`config.mk`:
```
export PLATFORM = sky130hd
export DESIGN_NAME = weighted_queue_resource_issue
export DESIGN_NICKNAME = d
export VERILOG_FILES = /design/src/hdl/wqri_pkg.sv /design/src/hdl/weighted_queue_resource_issue.sv /design/src/hdl/wqri_cell.sv
export VERILOG_INCLUDE_DIRS = /design/src /design/src/hdl
export SDC_FILE = /design/constraint.sdc
export NUM_CORES = 2
export LEC_CHECK = 0
export ABC_AREA = 1
export BUFFER_PORTS_ARGS = -buffer_cell sky130_fd_sc_hd__buf_2
export CAP_MARGIN = 30
export CORE_MARGIN = 2
export CORE_UTILIZATION = 40
export CTS_BUF_LIST = sky130_fd_sc_hd__clkbuf_16
export DETAILED_ROUTE_END_ITERATION = 8
export PLACE_DENSITY = 0.67
export SLEW_MARGIN = 20
export SYNTH_ARGS = -nofsm -noshare
export SYNTH_HDL_FRONTEND = slang
export SYNTH_SLANG_ARGS = --single-unit
```
`constraint.sdc`:
```
create_clock -name clk -period 13.5 [get_ports clk]
set_clock_uncertainty 0.2 [all_clocks]
set_input_delay 0.675 -clock clk [delete_from_list [all_inputs] [get_ports clk]]
set_output_delay 0.675 -clock clk [all_outputs]
set_load 0.01 [all_outputs]
```
`src/hdl/weighted_queue_resource_issue_macros.svh`:
```
// ----------------------------------------------------------------------------
// weighted_queue_resource_issue_macros.svh
// assertion macros shared by the weighted queue design
// ----------------------------------------------------------------------------
`ifndef WEIGHTED_QUEUE_RESOURCE_ISSUE_MACROS_SVH
`define WEIGHTED_QUEUE_RESOURCE_ISSUE_MACROS_SVH

// same-cycle implication, skipped while reset is high
`define WQRI_ASSERT_IMP(name, clk_s, rst_s, ante, cons) \
  name: assert property (@(posedge clk_s) disable iff (rst_s) (ante) |-> (cons)) \
    else $error("weighted queue check failed");

// next-cycle implication, skipped while reset is high
`define WQRI_ASSERT_NEXT(name, clk_s, rst_s, ante, cons) \
  name: assert property (@(posedge clk_s) disable iff (rst_s) (ante) |=> (cons)) \
    else $error("weighted queue check failed");

`endif

```
`src/hdl/wqri_pkg.sv`:
```
// ----------------------------------------------------------------------------
// wqri_pkg
// types and constants shared by the weighted queue cells and the top level
// ----------------------------------------------------------------------------
package wqri_pkg;

  localparam int TAG_W    = 8;
  localparam int WEIGHT_W = 16;
  localparam int MASK_W   = 5;
  localparam int PHASE_W  = 4;
  localparam int STATUS_W = 3;
  localparam int POS_W    = 5;

  // one queue entry
  typedef struct packed {
    logic [TAG_W-1:0]    tag;
    logic [WEIGHT_W-1:0] weight;
    logic [MASK_W-1:0]   mask;
    logic                light;
    logic [PHASE_W-1:0]  total;
    logic [PHASE_W-1:0]  phase;
  } slot_t;

  // command broadcast to every cell
  typedef struct packed {
    logic              ins;
    logic              fb;
    logic              flush;
    logic [MASK_W-1:0] amask;
    slot_t             item;
  } cmd_t;

  // signals handed from a cell to its right neighbor
  typedef struct packed {
    logic              ge;
    logic              seen;
    logic              rm;
    logic              run;
    logic [MASK_W-1:0] used;
  } chain_t;

  // per-cell status collected by the top level
  typedef struct packed {
    logic              load;
    logic              hit;
    logic              ok;
    logic              done;
    logic              run;
    logic [MASK_W-1:0] mask;
  } flags_t;

  typedef enum logic [STATUS_W-1:0] {
    STAT_INSERTED    = 3'd0,
    STAT_FULL        = 3'd1,
    STAT_ADVANCED    = 3'd2,
    STAT_COMPLETED   = 3'd3,
    STAT_WRONG_PHASE = 3'd4,
    STAT_ABSENT      = 3'd5
  } status_t;

  typedef enum logic [1:0] {
    S_IDLE,
    S_UPDATE,
    S_SCAN
  } state_t;

endpackage

```
`src/hdl/weighted_queue_resource_issue.sv`:
```
// ----------------------------------------------------------------------------
// weighted_queue_resource_issue
// weighted task queue with actuator conflict scan
// ----------------------------------------------------------------------------
// Input channel (in_valid / in_stall): one transaction per task event. mode 0
// inserts a task ordered by descending weight (equal weights keep arrival
// order); mode 1 reports a phase for the first queued task with that tag.
// Output channel (out_valid / out_stall): exactly one result transaction per
// input transaction, in order: status, insert position, the length of the
// leading conflict-free run, the owning position of each actuator, and
// queue_empty after the event.
// Flow: the accepting edge moves the fsm to the update state (one pass
// through the cell chain), then to the scan state, from which the result
// register loads. A new transaction is taken the cycle after the result
// register loads; in_stall stays high through the update and scan states.
// The result register lets the next transaction be accepted while a result
// is still stalled; a scan finishing into a full output register waits in
// the scan state until out_stall drops.
// Reset empties the queue at once; slot contents need no clearing.
// ----------------------------------------------------------------------------
`include "weighted_queue_resource_issue_macros.svh"

module weighted_queue_resource_issue #(
  parameter int QUEUE_DEPTH   = 16,
  parameter int NUM_ACTUATORS = 5
) (
  input  logic                            clk,
  input  logic                            rst,
  input  logic                            in_valid,
  output logic                            in_stall,
  input  logic                            mode,
  input  logic [wqri_pkg::TAG_W-1:0]      tag,
  input  logic [wqri_pkg::WEIGHT_W-1:0]   weight,
  input  logic [wqri_pkg::MASK_W-1:0]     resource_mask,
  input  logic                            light,
  input  logic [wqri_pkg::PHASE_W-1:0]    total_phases,
  input  logic [wqri_pkg::PHASE_W-1:0]    phase,
  output logic                            out_valid,
  input  logic                            out_stall,
  output logic [wqri_pkg::STATUS_W-1:0]   status,
  output logic [wqri_pkg::POS_W-1:0]      insert_position,
  output logic [wqri_pkg::POS_W-1:0]      parallel_count,
  output logic [wqri_pkg::POS_W-1:0]      owner_gaze,
  output logic [wqri_pkg::POS_W-1:0]      owner_emotion,
  output logic [wqri_pkg::POS_W-1:0]      owner_voice,
  output logic [wqri_pkg::POS_W-1:0]      owner_manipulator,
  output logic [wqri_pkg::POS_W-1:0]      owner_mover,
  output logic                            queue_empty
);
  import wqri_pkg::*;

  localparam int CNT_W = $clog2(QUEUE_DEPTH + 1);
  localparam logic [MASK_W-1:0] AMASK =
    (NUM_ACTUATORS >= MASK_W) ? {MASK_W{1'b1}} : MASK_W'((1 << NUM_ACTUATORS) - 1);

  state_t             state;
  state_t             state_next;
  logic [CNT_W-1:0]   count;
  logic [CNT_W-1:0]   count_next;
  slot_t              item;
  logic               item_mode;
  status_t            pend_status;
  logic [POS_W-1:0]   pend_pos;
  logic               upd;
  logic               load_out;
  logic               take_in;
  logic               flush;
  logic               full;
  cmd_t               cmd;

  slot_t              slots  [QUEUE_DEPTH];
  chain_t             chains [QUEUE_DEPTH+1];
  flags_t             flags  [QUEUE_DEPTH];
  logic [QUEUE_DEPTH-1:0] occ;
  logic [QUEUE_DEPTH-1:0] ld;

  logic               any_hit;
  logic               any_ok;
  logic               any_done;
  logic [POS_W-1:0]   ins_pos;
  logic [POS_W-1:0]   par_cnt;
  logic [POS_W-1:0]   owner_or  [MASK_W];
  logic [MASK_W-1:0]  owner_any;
  logic [POS_W-1:0]   owner     [MASK_W];

  // fsm next state
  always_comb begin
    state_next = state;
    case (state)
      S_IDLE:   if (in_valid) state_next = S_UPDATE;
      S_UPDATE: state_next = S_SCAN;
      S_SCAN:   if (!out_valid || !out_stall) state_next = S_IDLE;
      default:  state_next = S_IDLE;
    endcase
  end

  // fsm outputs
  always_comb begin
    in_stall = (state != S_IDLE);
    upd      = (state == S_UPDATE);
    load_out = (state == S_SCAN) && (!out_valid || !out_stall);
  end

  assign take_in = in_valid && !in_stall;

  always_ff @(posedge clk) begin
    if (rst) begin
      state <= S_IDLE;
    end else begin
      state <= state_next;
    end
  end

  // capture the input transaction
  always_ff @(posedge clk) begin
    if (take_in) begin
      item_mode    <= mode;
      item.tag     <= tag;
      item.weight  <= weight;
      item.mask    <= resource_mask;
      item.light   <= light;
      item.total   <= total_phases;
      item.phase   <= phase;
    end
  end

  // command broadcast to the cell row
  always_comb begin
    flush     = (count != '0) && slots[0].light;
    full      = (count == CNT_W'(QUEUE_DEPTH)) && !flush;
    cmd.ins   = upd && !item_mode && !full;
    cmd.fb    = upd && item_mode;
    cmd.flush = flush;
    cmd.amask = AMASK;
    cmd.item  = item;
  end

  always_comb begin
    chains[0].ge   = 1'b1;
    chains[0].seen = 1'b0;
    chains[0].rm   = 1'b0;
    chains[0].run  = 1'b1;
    chains[0].used = '0;
  end

  // row of cells
  for (genvar i = 0; i < QUEUE_DEPTH; i++) begin : g_cell
    slot_t left_s;
    slot_t right_s;

    assign occ[i] = (count > CNT_W'(i));
    assign ld[i]  = flags[i].load;

    if (i == 0) begin : g_first
      assign left_s = item;
    end else begin : g_mid_l
      assign left_s = slots[i-1];
    end

    if (i == QUEUE_DEPTH - 1) begin : g_last
      assign right_s = slots[i];
    end else begin : g_mid_r
      assign right_s = slots[i+1];
    end

    wqri_cell u_cell (
      .clk       (clk),
      .cmd       (cmd),
      .occ       (occ[i]),
      .left      (left_s),
      .right     (right_s),
      .chain_in  (chains[i]),
      .chain_out (chains[i+1]),
      .slot      (slots[i]),
      .flags     (flags[i])
    );
  end

  // collect cell flags
  always_comb begin
    logic nxt_run;
    any_hit  = 1'b0;
    any_ok   = 1'b0;
    any_done = 1'b0;
    ins_pos  = '0;
    par_cnt  = '0;
    owner_any = '0;
    for (int a = 0; a < MASK_W; a++) begin
      owner_or[a] = '0;
    end
    for (int i = 0; i < QUEUE_DEPTH; i++) begin
      nxt_run  = (i == QUEUE_DEPTH - 1) ? 1'b0 : flags[(i + 1) % QUEUE_DEPTH].run;
      any_hit  = any_hit | flags[i].hit;
      any_ok   = any_ok | flags[i].ok;
      any_done = any_done | flags[i].done;
      ins_pos  = ins_pos | (flags[i].load ? POS_W'(i + 1) : '0);
      par_cnt  = par_cnt | ((flags[i].run && !nxt_run) ? POS_W'(i + 1) : '0);
      for (int a = 0; a < MASK_W; a++) begin
        if (flags[i].run && flags[i].mask[a]) begin
          owner_or[a]  = owner_or[a] | POS_W'(i + 1);
          owner_any[a] = 1'b1;
        end
      end
    end
    for (int a = 0; a < MASK_W; a++) begin
      owner[a] = owner_any[a] ? owner_or[a] : POS_W'(1);
    end
  end

  // occupancy count
  always_comb begin
    count_next = count;
    if (upd) begin
      if (!item_mode) begin
        if (!full) begin
          count_next = (flush ? '0 : count) + CNT_W'(1);
        end
      end else if (any_done) begin
        count_next = count - CNT_W'(1);
      end
    end
  end

  always_ff @(posedge clk) begin
    if (rst) begin
      count <= '0;
    end else begin
      count <= count_next;
    end
  end

  // status of the update pass, held for the scan
  always_ff @(posedge clk) begin
    if (upd) begin
      if (!item_mode) begin
        pend_status <= full ? STAT_FULL : STAT_INSERTED;
        pend_pos    <= full ? '0 : ins_pos;
      end else begin
        pend_pos <= '0;
        if (!any_hit) begin
          pend_status <= STAT_ABSENT;
        end else if (!any_ok) begin
          pend_status <= STAT_WRONG_PHASE;
        end else if (any_done) begin
          pend_status <= STAT_COMPLETED;
        end else begin
          pend_status <= STAT_ADVANCED;
        end
      end
    end
  end

  // result register
  always_ff @(posedge clk) begin
    if (rst) begin
      out_valid <= 1'b0;
    end else if (load_out) begin
      out_valid <= 1'b1;
    end else if (!out_stall) begin
      out_valid <= 1'b0;
    end
  end

  always_ff @(posedge clk) begin
    if (load_out) begin
      status            <= pend_status;
      insert_position   <= pend_pos;
      parallel_count    <= par_cnt;
      owner_gaze        <= owner[0];
      owner_emotion     <= owner[1];
      owner_voice       <= owner[2];
      owner_manipulator <= owner[3];
      owner_mover       <= owner[4];
      queue_empty       <= (count == '0);
    end
  end

  // checks
  `WQRI_ASSERT_IMP(a_count_bound, clk, rst, 1'b1, count <= CNT_W'(QUEUE_DEPTH))
  `WQRI_ASSERT_IMP(a_single_load, clk, rst, upd, $onehot0(ld))
  `WQRI_ASSERT_IMP(a_empty_run, clk, rst, out_valid && queue_empty, parallel_count == '0)
  `WQRI_ASSERT_NEXT(a_update_scan, clk, rst, state == S_UPDATE, state == S_SCAN)

endmodule

```
`src/hdl/wqri_cell.sv`:
```
// ----------------------------------------------------------------------------
// wqri_cell
// one queue slot: insert-by-weight shift, tag match, removal shift and
// one step of the conflict scan
// ----------------------------------------------------------------------------
module wqri_cell (
  input  logic             clk,
  input  wqri_pkg::cmd_t   cmd,
  input  logic             occ,
  input  wqri_pkg::slot_t  left,
  input  wqri_pkg::slot_t  right,
  input  wqri_pkg::chain_t chain_in,
  output wqri_pkg::chain_t chain_out,
  output wqri_pkg::slot_t  slot,
  output wqri_pkg::flags_t flags
);
  import wqri_pkg::*;

  slot_t             slot_next;
  slot_t             fresh;
  logic              ge;
  logic              match;
  logic              hit;
  logic              ok;
  logic              done;
  logic              rm;
  logic              run;
  logic [MASK_W-1:0] m;

  // local compares against the broadcast item
  always_comb begin
    ge    = occ && !cmd.flush && (slot.weight >= cmd.item.weight);
    match = occ && (slot.tag == cmd.item.tag);
    hit   = match && !chain_in.seen;
    ok    = hit && (cmd.item.phase > slot.phase) && (cmd.item.phase <= slot.total);
    done  = ok && (cmd.item.phase == slot.total);
    rm    = chain_in.rm | done;
    m     = slot.mask & cmd.amask;
    run   = chain_in.run && occ && ((m & chain_in.used) == '0);
  end

  // hand-off to the right neighbor
  always_comb begin
    chain_out.ge   = ge;
    chain_out.seen = chain_in.seen | match;
    chain_out.rm   = rm;
    chain_out.run  = run;
    chain_out.used = chain_in.used | (run ? m : '0);
  end

  always_comb begin
    flags.load = cmd.ins && !ge && chain_in.ge;
    flags.hit  = hit;
    flags.ok   = ok;
    flags.done = done;
    flags.run  = run;
    flags.mask = m;
  end

  // next slot contents
  always_comb begin
    fresh       = cmd.item;
    fresh.phase = '0;
    slot_next   = slot;
    if (cmd.ins) begin
      if (!ge) begin
        slot_next = chain_in.ge ? fresh : left;
      end
    end else if (cmd.fb) begin
      if (rm) begin
        slot_next = right;
      end else if (ok) begin
        slot_next.phase = cmd.item.phase;
      end
    end
  end

  always_ff @(posedge clk) begin
    slot <= slot_next;
  end

endmodule

```
==> out/metrics.cfg <==
[route]
via_per_inst=5.84
drt-initial-drc-count=4615
drc_errors=0
vias=41400
dr.pass1.iters=6
postRouteAntennaNets=0
wl_mm=153
wl_per_cell_um=21.6

[sta]
final-setup-viol-count=0
rsz0062_at_grt=no
period_minus_slack_ns=9.75
slew_viol_final=0
slew_headroom_pct=32.5
tightest_slew_ns=1.01
setup_tns_ns=0
period_share_pct=72.2
fmax_ghz=0.103
finalHoldViolations=0
setup_ws_ns=3.75

[power]
power_leakage_nw=21.8
finalPower_mw=5.36
ir_worst_vdd_mv=0.0783
pwr_density_cell_nw_per_um2=102

[floorplanning]
num_rows=126
die_h_um=349
core_area_um2=118000
start_util_pct=40.3
die_w_um=349
die-area_um2=122000
top_level_ports=84

[synthesis]
synth-adder-area-share_pct=10.3
ys_warn_count=0
yosys.area_share.simple_pct=13.0
netlist_area_um2=47600
synth-edff-count=694
synth_nets=5952
synth_ff_type=edfxtp_1
synth_seq_cells=702
synth_mux_area_share_pct=0
synth-async-reset-ratio_pct=0
synth_top_family_by_area=compound AO/OA/AOI/OAI gates
yosysSeqAreaShare_pct=44.2
postSynthCellCount=5519
syn_avg_cell_area_um2=8.62
synth_xor_area_share_pct=1.22
synth-compound-area-share_pct=22.3
ys_types=67

[global_routing]
grtUsageTotal_pct=24.6
antenna_found_initial=3
grt_pass1_vias=39600
grt_pass1_wl_mm=235
grt_start_max_net_pins=204
grt_remaining_overflow=0

[clock_tree]
cts_max_level=3
clk_latency_ns=0.68
clk_pin_slew_ns=0.06
cts_tree=built
root_buffer=clkbuf_16
post_cts_buffers=0
clock_path_buffers=3
cts_sinks=702
cts_buffers=84

[critical_path]
cp.required_ns=13.71
r2r_cells=76
arrival_ns=9.96
crit_slowest_cell=dfxtp_1
criticalPathCategory=reg2reg
r2r_start=count[4]
crit_top_cell=nand2_1
crit_path_end_kind=flip-flop
start_kind=flip-flop
path_max_fanout=14
crit_start=count[4]
cpPeakStageDelay_ns=0.45

[layout]
fin_area_um2=52500
post-route-util_pct=44.6
drive_above_1_share_pct=9.19
multi_input_area_um2=22400
areaGrowthSynthToFinish_pct=10.5
final_nets=5925
seqCellArea_um2=21000
layout_common_cells=o21ai_0 (996), inv_1 (833), edfxtp_1 (694)
fill_cells=11400
layout_commonest_cell=o21ai_0

[run_status]
status=complete, no violations

[hold_path]
hold_start=weight[12]
min_delay_path_depth=1
hold_path.class=in2reg

[place]
io_buffer_count=83
dpl.hpwl_mm=108
gp_congestion=0.928
dpl_worst_slack_ns=3.84
post_dp_cell_area_um2=49500

[run]
max_cap_violations=0

## stage by stage
stage,cells,hold slack [ns]
after global placement,6905,0.204
after floorplan,5519,0.200
final,7098,0.0400
after detailed placement,6912,0.206
after CTS,7093,0.0196
after global routing,7098,0.0436
## flip-flops by register name, indices dropped and copies added, names as in the netlist
signal,count
queue_empty,1
owner_gaze,5
owner_manipulator,5
cmd,38
out_valid,1
owner_emotion,5
g_cell.u_cell.slot,608
owner_mover,5
owner_voice,5
insert_position,5
item_mode,1
pend_status,3
pend_pos,5
count,5
status,3
state,2
parallel_count,5
## critical path, delay by kind of cell (launching register included)
| kind | cells | cell delay, ns |
|---|---|---|
| buffers and inverters | 3 | 0.26 |
| flip-flops | 1 | 0.45 |
| AND/OR/NAND/NOR | 71 | 8.02 |
| AO/OA/AOI/OAI | 2 | 0.51 |
## report_power, final
part | internal, mW | switching, mW | total [mW]
clock | 1.28 | 0.978 | 2.26
sequential | 2.43 | 0.0390 | 2.46
combinational | 0.190 | 0.442 | 0.632
total | 3.90 | 1.46 | 5.36
## synthesized netlist by cell type (all sizes together) (23+ instances only)
master / number / area [um2]
a21oi: 641 / 3340
buf: 24 / 98.8
clkbuf: 275 / 1030
edfxtp: 694 / 20800
ha: 390 / 4880
inv: 836 / 3140
nand2: 677 / 2730
nand3: 219 / 1390
nand4: 75 / 469
nor2: 235 / 1090
nor3: 39 / 195
nor4: 25 / 156
o211ai: 58 / 440
o21a: 36 / 270
o21ai: 1009 / 5090
o221ai: 32 / 280
o22ai: 23 / 144
xor2: 44 / 385
## final cells by class
| cell class | count | area share, % |
|---|---|---|
| inverter | 846 | 6.08 |
| timing repair buffer | 186 | 2.65 |
| sequential | 702 | 40.0 |
| antenna | 1 | 0.00476 |
| clock buffer | 87 | 4.14 |
| multi-input combinational | 3672 | 42.6 |
| tap | 1536 | 3.66 |
| clock inverter | 68 | 0.934 |
## logic make-up (layout without fill, tap and decap cells)
group,after synthesis,in the layout
buffers and inverters,1145,1187
other,0,1
adder cells (fa/ha/maj),390,390
AND/OR/NAND/NOR,1291,1291
flip-flops,702,702
XOR/XNOR,66,66
AO/OA/AOI/OAI,1925,1925
## per-layer routing
layer | GRT usage [%] | share of wire (%) | up-vias
met5 | 0 | 0.013 | -
met4 | 8.47 | 3.2 | 2
met3 | 3.41 | 7.9 | 256
met2 | 38.7 | 45 | 1855
met1 | 34.6 | 44 | 20000
li1 | - | - | 19300
## worst paths after layout
| kind | endpoint | slack [ns] |
|---|---|---|
| min reg2reg | insert_position[2] | 0.22 |
| min | cmd[26] | 0.04 |
| max | owner_gaze[0] | 3.75 |
| max reg2reg | owner_gaze[0] | 3.75 |
## repair_timing
action | CTS | global route
gates resized for setup | 0 | 0
endpoints found under the hold margin | 26 | 0
hold buffers | 26 | 0
No activity file was read; power rests on OpenSTA's default activity.
